**config.mk**
```make
export PLATFORM = sky130hd
export DESIGN_NAME = radar_capability_tlv_parser_core
export DESIGN_NICKNAME = d
export VERILOG_FILES = /design/src/hw/rtl/rctlv_pkg.sv /design/src/hw/rtl/rctlv_div10.sv /design/src/hw/rtl/rctlv_parser.sv /design/src/hw/rtl/radar_capability_tlv_parser_core.sv
export SDC_FILE = /design/constraint.sdc
export NUM_CORES = 2
export LEC_CHECK = 0
export BUFFER_PORTS_ARGS = -buffer_cell sky130_fd_sc_hd__buf_2
export CAP_MARGIN = 0
export CORE_MARGIN = 1
export CORE_UTILIZATION = 45
export DETAILED_ROUTE_END_ITERATION = 10
export REMOVE_ABC_BUFFERS = 1
export SYNTH_ARGS = -nofsm -noshare
export SYNTH_HDL_FRONTEND = slang
export SYNTH_SLANG_ARGS = --single-unit
```
**constraint.sdc**
```tcl
create_clock -name clk -period 7.5 [get_ports clk]
set_input_delay 0.375 -clock clk [delete_from_list [all_inputs] [get_ports clk]]
set_output_delay 0.375 -clock clk [all_outputs]
set_load 0.02 [all_outputs]
```
**src/hw/rtl/rctlv_pkg.sv**
```systemverilog
// Shared types and constants for the capability report parser.
package rctlv_pkg;

	localparam logic [7:0] TLV_MODES   = 8'd2;
	localparam logic [7:0] TLV_ANTENNA = 8'd10;
	localparam logic [7:0] TLV_RANGE   = 8'd11;
	localparam logic [7:0] MODES_MIN_LEN = 8'd4;
	localparam logic [7:0] RANGE_MIN_LEN = 8'd8;
	localparam logic [7:0] HEAD_BYTES    = 8'd8;

	typedef enum logic [2:0] {
		HDR_TYPE = 3'b001,
		HDR_RSVD = 3'b010,
		HDR_LEN  = 3'b100
	} hdr_t;

	typedef struct packed {
		logic        status;
		logic        valid;
		logic [31:0] mode_mask;
		logic        dome;
		logic [31:0] min_rng;
		logic [31:0] max_rng;
	} rep_t;

endpackage

```
**src/hw/rtl/rctlv_div10.sv**
```systemverilog
// Divide a 32-bit decimetre value by ten through a reciprocal multiply.
module rctlv_div10
	import rctlv_pkg::*;
(
	input  logic [31:0] dm,
	output logic [28:0] m
);

	localparam logic [31:0] RECIP = 32'hCCCC_CCCD;

	logic [63:0] prod;

	always_comb begin
		prod = 64'(dm) * 64'(RECIP);
		m    = prod[63:35];
	end

endmodule

```
**src/hw/rtl/rctlv_parser.sv**
```systemverilog
// Byte-wise entry parser holding parse state and the stored capabilities.
module rctlv_parser
	import rctlv_pkg::*;
(
	input  logic       clk,
	input  logic       arst_n,
	input  logic       take,
	input  logic [7:0] data,
	input  logic       last,
	output rep_t       rep
);

	hdr_t            hdr_q, hdr_n;
	logic            in_pay_q, in_pay_n;
	logic [7:0]      type_q, type_n;
	logic [7:0]      len_q, len_n;
	logic [7:0]      cnt_q, cnt_n;
	logic [7:0][7:0] head_q, head_n;
	logic [31:0]     mask_q, mask_n;
	logic            dome_q, dome_n;
	logic [31:0]     min_q, min_n;
	logic [31:0]     max_q, max_n;
	logic            valid_q, valid_n;
	logic            apply;
	logic            status;

	always_comb begin
		hdr_n    = hdr_q;
		in_pay_n = in_pay_q;
		type_n   = type_q;
		len_n    = len_q;
		cnt_n    = cnt_q;
		head_n   = head_q;
		mask_n   = mask_q;
		dome_n   = dome_q;
		min_n    = min_q;
		max_n    = max_q;
		valid_n  = valid_q;
		apply    = 1'b0;

		if (in_pay_q) begin
			if (cnt_q < HEAD_BYTES) begin
				head_n[cnt_q[2:0]] = data;
			end
			cnt_n = cnt_q + 8'd1;
			if (cnt_n == len_q) begin
				apply    = 1'b1;
				in_pay_n = 1'b0;
				hdr_n    = HDR_TYPE;
			end
		end else begin
			unique case (hdr_q)
				HDR_TYPE: begin
					type_n = data;
					hdr_n  = HDR_RSVD;
				end
				HDR_RSVD: begin
					hdr_n = HDR_LEN;
				end
				HDR_LEN: begin
					len_n  = data;
					cnt_n  = 8'd0;
					head_n = '0;
					hdr_n  = HDR_TYPE;
					if (data == 8'd0) begin
						apply = 1'b1;
					end else begin
						in_pay_n = 1'b1;
					end
				end
				default: begin
					hdr_n = HDR_TYPE;
				end
			endcase
		end

		if (apply) begin
			unique case (type_q)
				TLV_MODES: begin
					if (len_n >= MODES_MIN_LEN) begin
						mask_n = head_n[3:0];
					end
				end
				TLV_ANTENNA: begin
					dome_n = (len_n == 8'd1) && (head_n[0] == 8'd0);
				end
				TLV_RANGE: begin
					if (len_n >= RANGE_MIN_LEN) begin
						min_n = head_n[3:0];
						max_n = head_n[7:4];
					end
				end
				default: begin
				end
			endcase
		end

		status = in_pay_n;
		if (last) begin
			valid_n  = valid_q | ~in_pay_n;
			hdr_n    = HDR_TYPE;
			in_pay_n = 1'b0;
			type_n   = 8'd0;
			len_n    = 8'd0;
			cnt_n    = 8'd0;
			head_n   = '0;
		end

		rep.status    = status;
		rep.valid     = valid_n;
		rep.mode_mask = mask_n;
		rep.dome      = dome_n;
		rep.min_rng   = min_n;
		rep.max_rng   = max_n;
	end

	always_ff @(posedge clk or negedge arst_n) begin
		if (!arst_n) begin
			hdr_q    <= HDR_TYPE;
			in_pay_q <= 1'b0;
			type_q   <= 8'd0;
			len_q    <= 8'd0;
			cnt_q    <= 8'd0;
			head_q   <= '0;
			mask_q   <= 32'd0;
			dome_q   <= 1'b0;
			min_q    <= 32'd0;
			max_q    <= 32'd0;
			valid_q  <= 1'b0;
		end else if (take) begin
			hdr_q    <= hdr_n;
			in_pay_q <= in_pay_n;
			type_q   <= type_n;
			len_q    <= len_n;
			cnt_q    <= cnt_n;
			head_q   <= head_n;
			mask_q   <= mask_n;
			dome_q   <= dome_n;
			min_q    <= min_n;
			max_q    <= max_n;
			valid_q  <= valid_n;
		end
	end

`ifndef ASSERT_OFF
	a_cnt_below_len: assert property (@(posedge clk) disable iff (!arst_n)
		in_pay_q |-> (cnt_q < len_q))
		else $error("payload count reached entry length inside payload");
	a_pay_hdr: assert property (@(posedge clk) disable iff (!arst_n)
		in_pay_q |-> (hdr_q == HDR_TYPE))
		else $error("header position not at type during payload");
	a_valid_sticky: assert property (@(posedge clk) disable iff (!arst_n)
		!$fell(valid_q))
		else $error("capabilities valid flag cleared");
`endif

endmodule

```
**src/hw/rtl/radar_capability_tlv_parser_core.sv**
```systemverilog
// Top level of the capability report TLV parser.
//
// Input channel: in_valid/in_ready carry one report byte per item, with
// last_byte high on the final byte of a report. Bytes are taken one per
// cycle while in_ready is high; each byte only advances the small parse state.
// Output channel: out_valid/out_ready carry one result per report, issued
// for the final byte: status and the stored capabilities (mode mask, dome
// flag, minimum and maximum range in metres).
// After its final byte is taken, a result passes the input register, the
// parse stage, the minimum-range divide stage and the maximum-range
// divide stage into the output register. Each divide stage holds one
// 32 by 32 reciprocal multiply. Sustained rate: one byte per cycle while in_ready is high.
// Reset clears the parse position and all stored capabilities; the first
// result after reset reports capabilities_valid low unless that report
// parsed completely.
// When the receiver stalls, results queue in the stages behind the output
// register; non-final bytes keep flowing until a final byte finds the
// stage after parsing full, and only then is in_ready dropped.
module radar_capability_tlv_parser_core
	import rctlv_pkg::*;
(
	input  logic        clk,
	input  logic        arst_n,
	input  logic        in_valid,
	output logic        in_ready,
	input  logic [7:0]  report_byte,
	input  logic        last_byte,
	output logic        out_valid,
	input  logic        out_ready,
	output logic        status,
	output logic        capabilities_valid,
	output logic [31:0] use_mode_mask,
	output logic        is_dome,
	output logic [28:0] min_range_meters,
	output logic [28:0] max_range_meters
);

	logic        v_s1_q;
	logic [7:0]  byte_s1;
	logic        last_s1;
	logic        v_s2_q;
	rep_t        rep_s2;
	logic        v_s3_q;
	rep_t        rep_s3;
	logic        out_valid_q;
	rep_t        rep_q;
	rep_t        rep;
	logic [28:0] min_m;
	logic [28:0] max_m;
	logic        s1_go;
	logic        s2_go;
	logic        s3_go;
	logic        s2_free;
	logic        s3_free;
	logic        out_free;

	always_comb begin
		out_free = !out_valid_q || out_ready;
		s3_go    = v_s3_q && out_free;
		s3_free  = !v_s3_q || s3_go;
		s2_go    = v_s2_q && s3_free;
		s2_free  = !v_s2_q || s2_go;
		s1_go    = v_s1_q && (!last_s1 || s2_free);
		in_ready = !v_s1_q || s1_go;
	end

	rctlv_parser u_parser (
		.clk   (clk),
		.arst_n(arst_n),
		.take  (s1_go),
		.data  (byte_s1),
		.last  (last_s1),
		.rep   (rep)
	);

	rctlv_div10 u_div_min (
		.dm(rep_s2.min_rng),
		.m (min_m)
	);

	rctlv_div10 u_div_max (
		.dm(rep_s3.max_rng),
		.m (max_m)
	);

	always_ff @(posedge clk or negedge arst_n) begin
		if (!arst_n) begin
			v_s1_q      <= 1'b0;
			v_s2_q      <= 1'b0;
			v_s3_q      <= 1'b0;
			out_valid_q <= 1'b0;
		end else begin
			if (in_ready) begin
				v_s1_q <= in_valid;
			end
			if (s2_free) begin
				v_s2_q <= s1_go && last_s1;
			end
			if (s3_free) begin
				v_s3_q <= s2_go;
			end
			if (out_free) begin
				out_valid_q <= s3_go;
			end
		end
	end

	always_ff @(posedge clk) begin
		if (in_valid && in_ready) begin
			byte_s1 <= report_byte;
			last_s1 <= last_byte;
		end
		if (s2_free && s1_go && last_s1) begin
			rep_s2 <= rep;
		end
		if (s2_go) begin
			rep_s3 <= '{status:    rep_s2.status,
			            valid:     rep_s2.valid,
			            mode_mask: rep_s2.mode_mask,
			            dome:      rep_s2.dome,
			            min_rng:   {3'b000, min_m},
			            max_rng:   rep_s2.max_rng};
		end
		if (s3_go) begin
			rep_q <= '{status:    rep_s3.status,
			           valid:     rep_s3.valid,
			           mode_mask: rep_s3.mode_mask,
			           dome:      rep_s3.dome,
			           min_rng:   rep_s3.min_rng,
			           max_rng:   {3'b000, max_m}};
		end
	end

	assign out_valid          = out_valid_q;
	assign status             = rep_q.status;
	assign capabilities_valid = rep_q.valid;
	assign use_mode_mask      = rep_q.mode_mask;
	assign is_dome            = rep_q.dome;
	assign min_range_meters   = rep_q.min_rng[28:0];
	assign max_range_meters   = rep_q.max_rng[28:0];

`ifndef ASSERT_OFF
	a_last_to_s2: assert property (@(posedge clk) disable iff (!arst_n)
		(s1_go && last_s1) |=> v_s2_q)
		else $error("final item lost between parse and divide stages");
	a_ok_is_valid: assert property (@(posedge clk) disable iff (!arst_n)
		(out_valid && !status) |-> capabilities_valid)
		else $error("parsed report without valid capabilities");
	a_out_hold: assert property (@(posedge clk) disable iff (!arst_n)
		(out_valid && !out_ready) |=> (out_valid && $stable(rep_q)))
		else $error("result item changed while stalled");
`endif

endmodule

```
**Word level (Yosys, flattened, before mapping)**

Cells that the tools add are included.

- Register bits after elaboration: 491
- Logic and storage cells: 129
- Output and inout port bits: 95
- Bits of input ports: 13

- $mul: 2
- Multiplexer cells: 41
- $lt $le $gt $ge: 5
- Reductions and logical operators: 26
- Add/sub/neg operators: 1
- Bitwise logic cells: 2
- Equality and inequality tests: 10

Operators by type and width:

| kind | count |
|---|---|
| two-way mux 32 bit | 9 |
| two-way mux 64 bit | 4 |
| multiplier 32 x 32 -> 64 bit, second input constant | 2 |
| two-way mux 8 bit | 10 |
| bitwise mux 64 bit | 1 |
| demux 8 bit (select 3 bit) | 1 |
| equality test 8 x 4 -> 1 bit, second input constant | 2 |
| logical NOT 8 bit | 2 |
| two-way mux 1 bit | 12 |
| logical AND 1 bit | 9 |
| two-way mux 3 bit | 3 |
| adder 8 x 1 -> 8 bit, second input constant | 1 |
| equality test 8 x 1 -> 1 bit, second input constant | 1 |
| equality test 8 x 2 -> 1 bit, second input constant | 1 |
| equality test 8 bit | 1 |
| greater-or-equal comparator 8 x 3 -> 1 bit, second input constant | 1 |
| greater-or-equal comparator 8 x 4 -> 1 bit, second input constant | 1 |
| less-than comparator 8 x 4 -> 1 bit, second input constant | 1 |
| one-hot mux 3 bit (2 select lines) | 1 |
| logical NOT 1 bit | 5 |
| logical OR 1 bit | 5 |
| less-than comparator 3 x 4 -> 1 bit, second input constant | 1 |
| AND reduction 2 bit | 2 |
| equality test 3 x 1 -> 1 bit, second input constant | 1 |
| other kinds (10) | 10 |

**Depth between registers and ports, before layout**

- Depth after elaboration: 11
- Gate-level depth with buffers: 26
- Mapped depth without buffers: 26

**Hierarchy**

Synthesis repeated with hierarchy kept, for this count alone.

- Cell total of the unflattened synthesis: 4929
- Area total of the unflattened synthesis: 52993.3 um^2

Modules (own cells, without submodules):

| module | area each (um^2) | sequential area each (um^2) | instances | cells each |
|---|---|---|---|---|
| rctlv_div10 at u_div_max | 17501.8 | 0.0 | 1 | 1850 |
| rctlv_div10 at u_div_min | 16787.4 | 0.0 | 1 | 1696 |
| rctlv_parser | 9587.9 | 4755.8 | 1 | 1067 |
| radar_capability_tlv_parser_core | 9116.2 | 9018.6 | 1 | 316 |

**Least setup slack after synthesis**

OpenSTA, ideal clock, no wires.

- Path type: register to register
- From: register out_valid_q, in the netlist out_valid
- To: register rep_s3[0] (netlist bit) (enable)
- Buffers on the path: 0
- Data arrival time: 7.611 ns
- Data required time: 6.803 ns
- Stages on the path, launching flop included: 3
- Path slack: -0.808 ns
- Clock period less this slack: 8.308 ns
- Setup time: 0.697 ns
- Path through: dfrtp_1 > nor2b_1 > a21boi_0

- Longest elaborated chain between the ends: 5

Ends and longest elaborated chain:

| item | RTL line | text |
|---|---|---|
| start, declared | radar_capability_tlv_parser_core.sv:45 | `logic out_valid_q;` |
| start signal, assigned | radar_capability_tlv_parser_core.sv:103 | `out_valid_q <= s3_go;` |
| logical NOT 1 bit | radar_capability_tlv_parser_core.sv:58 | `out_free = !out_valid_q \|\| out_ready;` |
| logical OR 1 bit | radar_capability_tlv_parser_core.sv:58 |  |
| logical AND 1 bit | radar_capability_tlv_parser_core.sv:59 | `s3_go = v_s3_q && out_free;` |
| logical OR 1 bit | radar_capability_tlv_parser_core.sv:60 | `s3_free = !v_s3_q \|\| s3_go;` |
| logical AND 1 bit | radar_capability_tlv_parser_core.sv:61 | `s2_go = v_s2_q && s3_free;` |
| net s2_go | radar_capability_tlv_parser_core.sv:51 | `logic s2_go;` |
| end signal, assigned | radar_capability_tlv_parser_core.sv:117 | `rep_s3 <= '{status: rep_s2.status,` |
| end, declared | radar_capability_tlv_parser_core.sv:44 | `rep_t rep_s3;` |

The timed path passes the listed nets, and every way through them passes these cells.
A chain may end at the register's enable or synchronous reset.

**Worst setup path after layout**

- From: register rep_s3[11] (netlist bit)
- To: register rep_q (netlist bit max_range_meters[19]) (data pin)

- Longest elaborated chain between the ends: 1

Ends and longest elaborated chain:

| item | RTL line | text |
|---|---|---|
| multiplier 32 x 32 -> 64 bit | rctlv_div10.sv:14 | `prod = 64'(dm) * 64'(RECIP);` |
| net max_m[19] | radar_capability_tlv_parser_core.sv:49 | `logic [28:0] max_m;` |
| end signal, assigned | radar_capability_tlv_parser_core.sv:125 | `rep_q <= '{status: rep_s3.status,` |
| end, declared | radar_capability_tlv_parser_core.sv:46 | `rep_t rep_q;` |

The timed path passes the listed nets, and every way through them passes these cells.

==> flow_summary.yaml <==
floorplan:
  design.core.area_um2: 112800
  chipWidth_um: 339.9
  io_pins: 108
  die_y_um: 339.9
  die_area_um2: 115600
  rows: 123
  start_util_pct: 45.56
cts:
  clkSinkCount: 491
  path_clk_slew_ns: 0.06
  cts_root_buf: "clkbuf_16"
  clk_latency_ns: 0.69
  clk_path_buf_depth: 3
  numCtsBuffers: 56
  htreeDepth: 2
  cts_tree: "yes"
global_routing:
  grt_pass1_vias: 35426
  antenna_found_initial: 2
  grt_pass1_wl_um: 217100
  grt_max_degree: 77
  grt_util_all_layers_pct: 25.13
  overflow: 0
drt:
  drtIter0Drc: 2369
  ant_nets: 0
  wl_per_cell_um: 21.64
  met1_length_um: 67670
  route.met2.wl_um: 61030
  vias_per_cell: 5.171
  wl_met3_um: 8868
  highest_layer: "met4"
  vias: 33849
  dr.pass1.iters: 5
  drc_errors: 0
  drt_wl_total_um: 141600
layout:
  stdcell_area_um2: 57970
  diodes: 0
  final_common_cell: "inv_1"
  mostFrequentLayoutCells: "inv_1, fa_1, ha_1"
  syn_to_final_growth_pct: 12.81
  fin_nets: 6480
  layout-drive-gt1-share_pct: 12.54
synth:
  synthesis.area_um2: 51390
  syn_area_per_cell_um2: 11.08
  synthArstFlopShare_pct: 39.51
  synth-warning-count: 0
  seq_area_frac_synth_pct: 26.80
  synth_cell_types: 73
  synth-edff-count: 297
  synth_seq_cells: 491
  netlist_instances: 4640
  synth_ff_type: "edfxtp_1"
worst_setup_path:
  arrival_ns: 7.73
  cpPeakStageDelay_ns: 0.56
  setup.worst_path.start_class: "flip-flop"
  end_kind: "flip-flop"
  path_cells: "ha_1 > inv_1 > fa_1 > inv_1 > fa_1 > inv_1 > fa_1 > inv_1 > fa_1 > fa_1 > fa_1 > fa_1 > ha_1 > and4_4 > nand4_1 > a211oi_2 > nor2_1 > or4_4 > nand3_1 > a41o_1 > a211oi_2 > buf_4 > xnor2_1"
  crit_type: "flip-flop to flip-flop"
  cp_max_fo: 5
  slowest_stage: "fa_1"
  required_ns: 7.93
  crit_top_cell: "fa_1"
sta:
  slew_violations: 0
  worst_pin_slew_ns: 0.9854
  min_period_ns: 7.301
  relSlewSlack_pct: 34.17
  hold_slack_ns: 0.1257
  finClkSkew_ns: 0.09060
  fin_crit_sh_pct: 97.34
  hold_viol: 0
  fmax_mhz: 137.0
  grt_setup_unrepaired: "true"
  setup-violations-final: 0
  fin_tns_setup_ns: 0
place:
  placed_area_um2: 55410
  detailed_place_hpwl_um: 117400
  port_buffers: 107
  gp_congestion: 0.9905
run_status:
  status: "finished, final reports clean"
worst_hold_path:
  hp-class: "primary input to flip-flop"
flow_run:
  maxCapViolations: 0
==> timing repair <==
item | CTS | global route
endpoints found under the hold margin | 74 | 0
hold buffers | 11 | 0
pin swaps | 1 | 8
resized for setup | 5 | 56
cloned | 0 | 0
setup buffers | 1 | 25
endpoints found under the setup margin | 11 | 33
==> critical path: cells and delay by family (launching register included) <==
kind            cells  cell delay (ns)
xor+xnor            1             0.11
fa+ha+maj           9             4.17
simple gates        5             1.12
compound gates      3             0.67
flops               1             0.47
buf+inv             5             0.49
==> cell usage after synthesis (all sizes together) (24+ instances only) <==
library cell	number	area share [%]
inv	1091	8.0
fa	775	30
ha	693	17
edfxtp	297	17
a21oi	235	2.3
nand2	228	1.7
o21ai	199	1.9
dfrtp	193	9.4
nor2	179	1.3
xor2	91	1.6
a21o	77	1.1
xnor2	72	1.2
a22oi	70	1.0
mux2	65	1.4
clkbuf	64	0.47
buf	49	0.51
and2	24	0.29
nand3	24	0.24
==> through the flow <==
| stage | worst slack, ns | util, % | instances |
|---|---|---|---|
| after floorplan | -0.8082 | - | 4527 |
| after global placement | -0.06813 | 49.12 | 6404 |
| after detailed placement | -0.1212 | 49.12 | 6404 |
| after CTS | 0.008455 | 50.95 | 6521 |
| after global routing | -0.01506 | 51.39 | 6546 |
| final | 0.1992 | 51.39 | 6546 |
==> final timing paths <==
path                                  from                    to  slack [ns]  depth (start not counted)
min in group asynchronous           arst_n   u_parser.mask_q[10]        0.24                          2
worst min register to register  rep_s3[81]     use_mode_mask[16]        0.40                          0
max in group asynchronous           arst_n     u_parser.in_pay_q        5.88                          3
worst max-delay path            rep_s3[11]  max_range_meters[19]        0.20                         23
worst min-delay path             out_ready                v_s3_q        0.13                          3
worst max register to register  rep_s3[11]  max_range_meters[19]        0.20                         23
==> layout make-up <==
type,instances,area (um2)
inverters,1091,4095
flip-flops and latches,491,13780
clock inverters,36,416.7
fillers,10169,54830
well taps,1500,1877
clock buffers,69,1523
multi-input cells,2945,33400
repair buffers,414,2889
==> cells by family after synthesis <==
group,share of synthesized area (%)
fa+ha+maj,47.06
simple gates,5.040
flops,26.80
mux,1.444
xor+xnor,2.778
compound gates,7.930
buf+inv,8.945
==> state kept, by name (all words and copies together), names as in the netlist, 3 cells and up <==
name and cells:
u_parser.min_q 32, byte_s1 8, u_parser.cnt_q 8, use_mode_mask 32, rep_s2 99, u_parser.len_q 8
u_parser.type_q 8, u_parser.hdr_q 3, u_parser.max_q 32, min_range_meters 29, u_parser.mask_q 32, u_parser.head_q 64
max_range_meters 29, rep_s3 96
==> layer usage <==
| metal | vias up | GRT usage [%] |
|---|---|---|
| li1 | 15657 | - |
| met1 | 17053 | 37.66 |
| met2 | 963 | 37.42 |
| met3 | 176 | 4.278 |
| met4 | 0 | 7.001 |
| met5 | - | 0 |
Power is not shown: default switching activity piles up to over one toggle a cycle in this logic, so the estimate is an artifact.
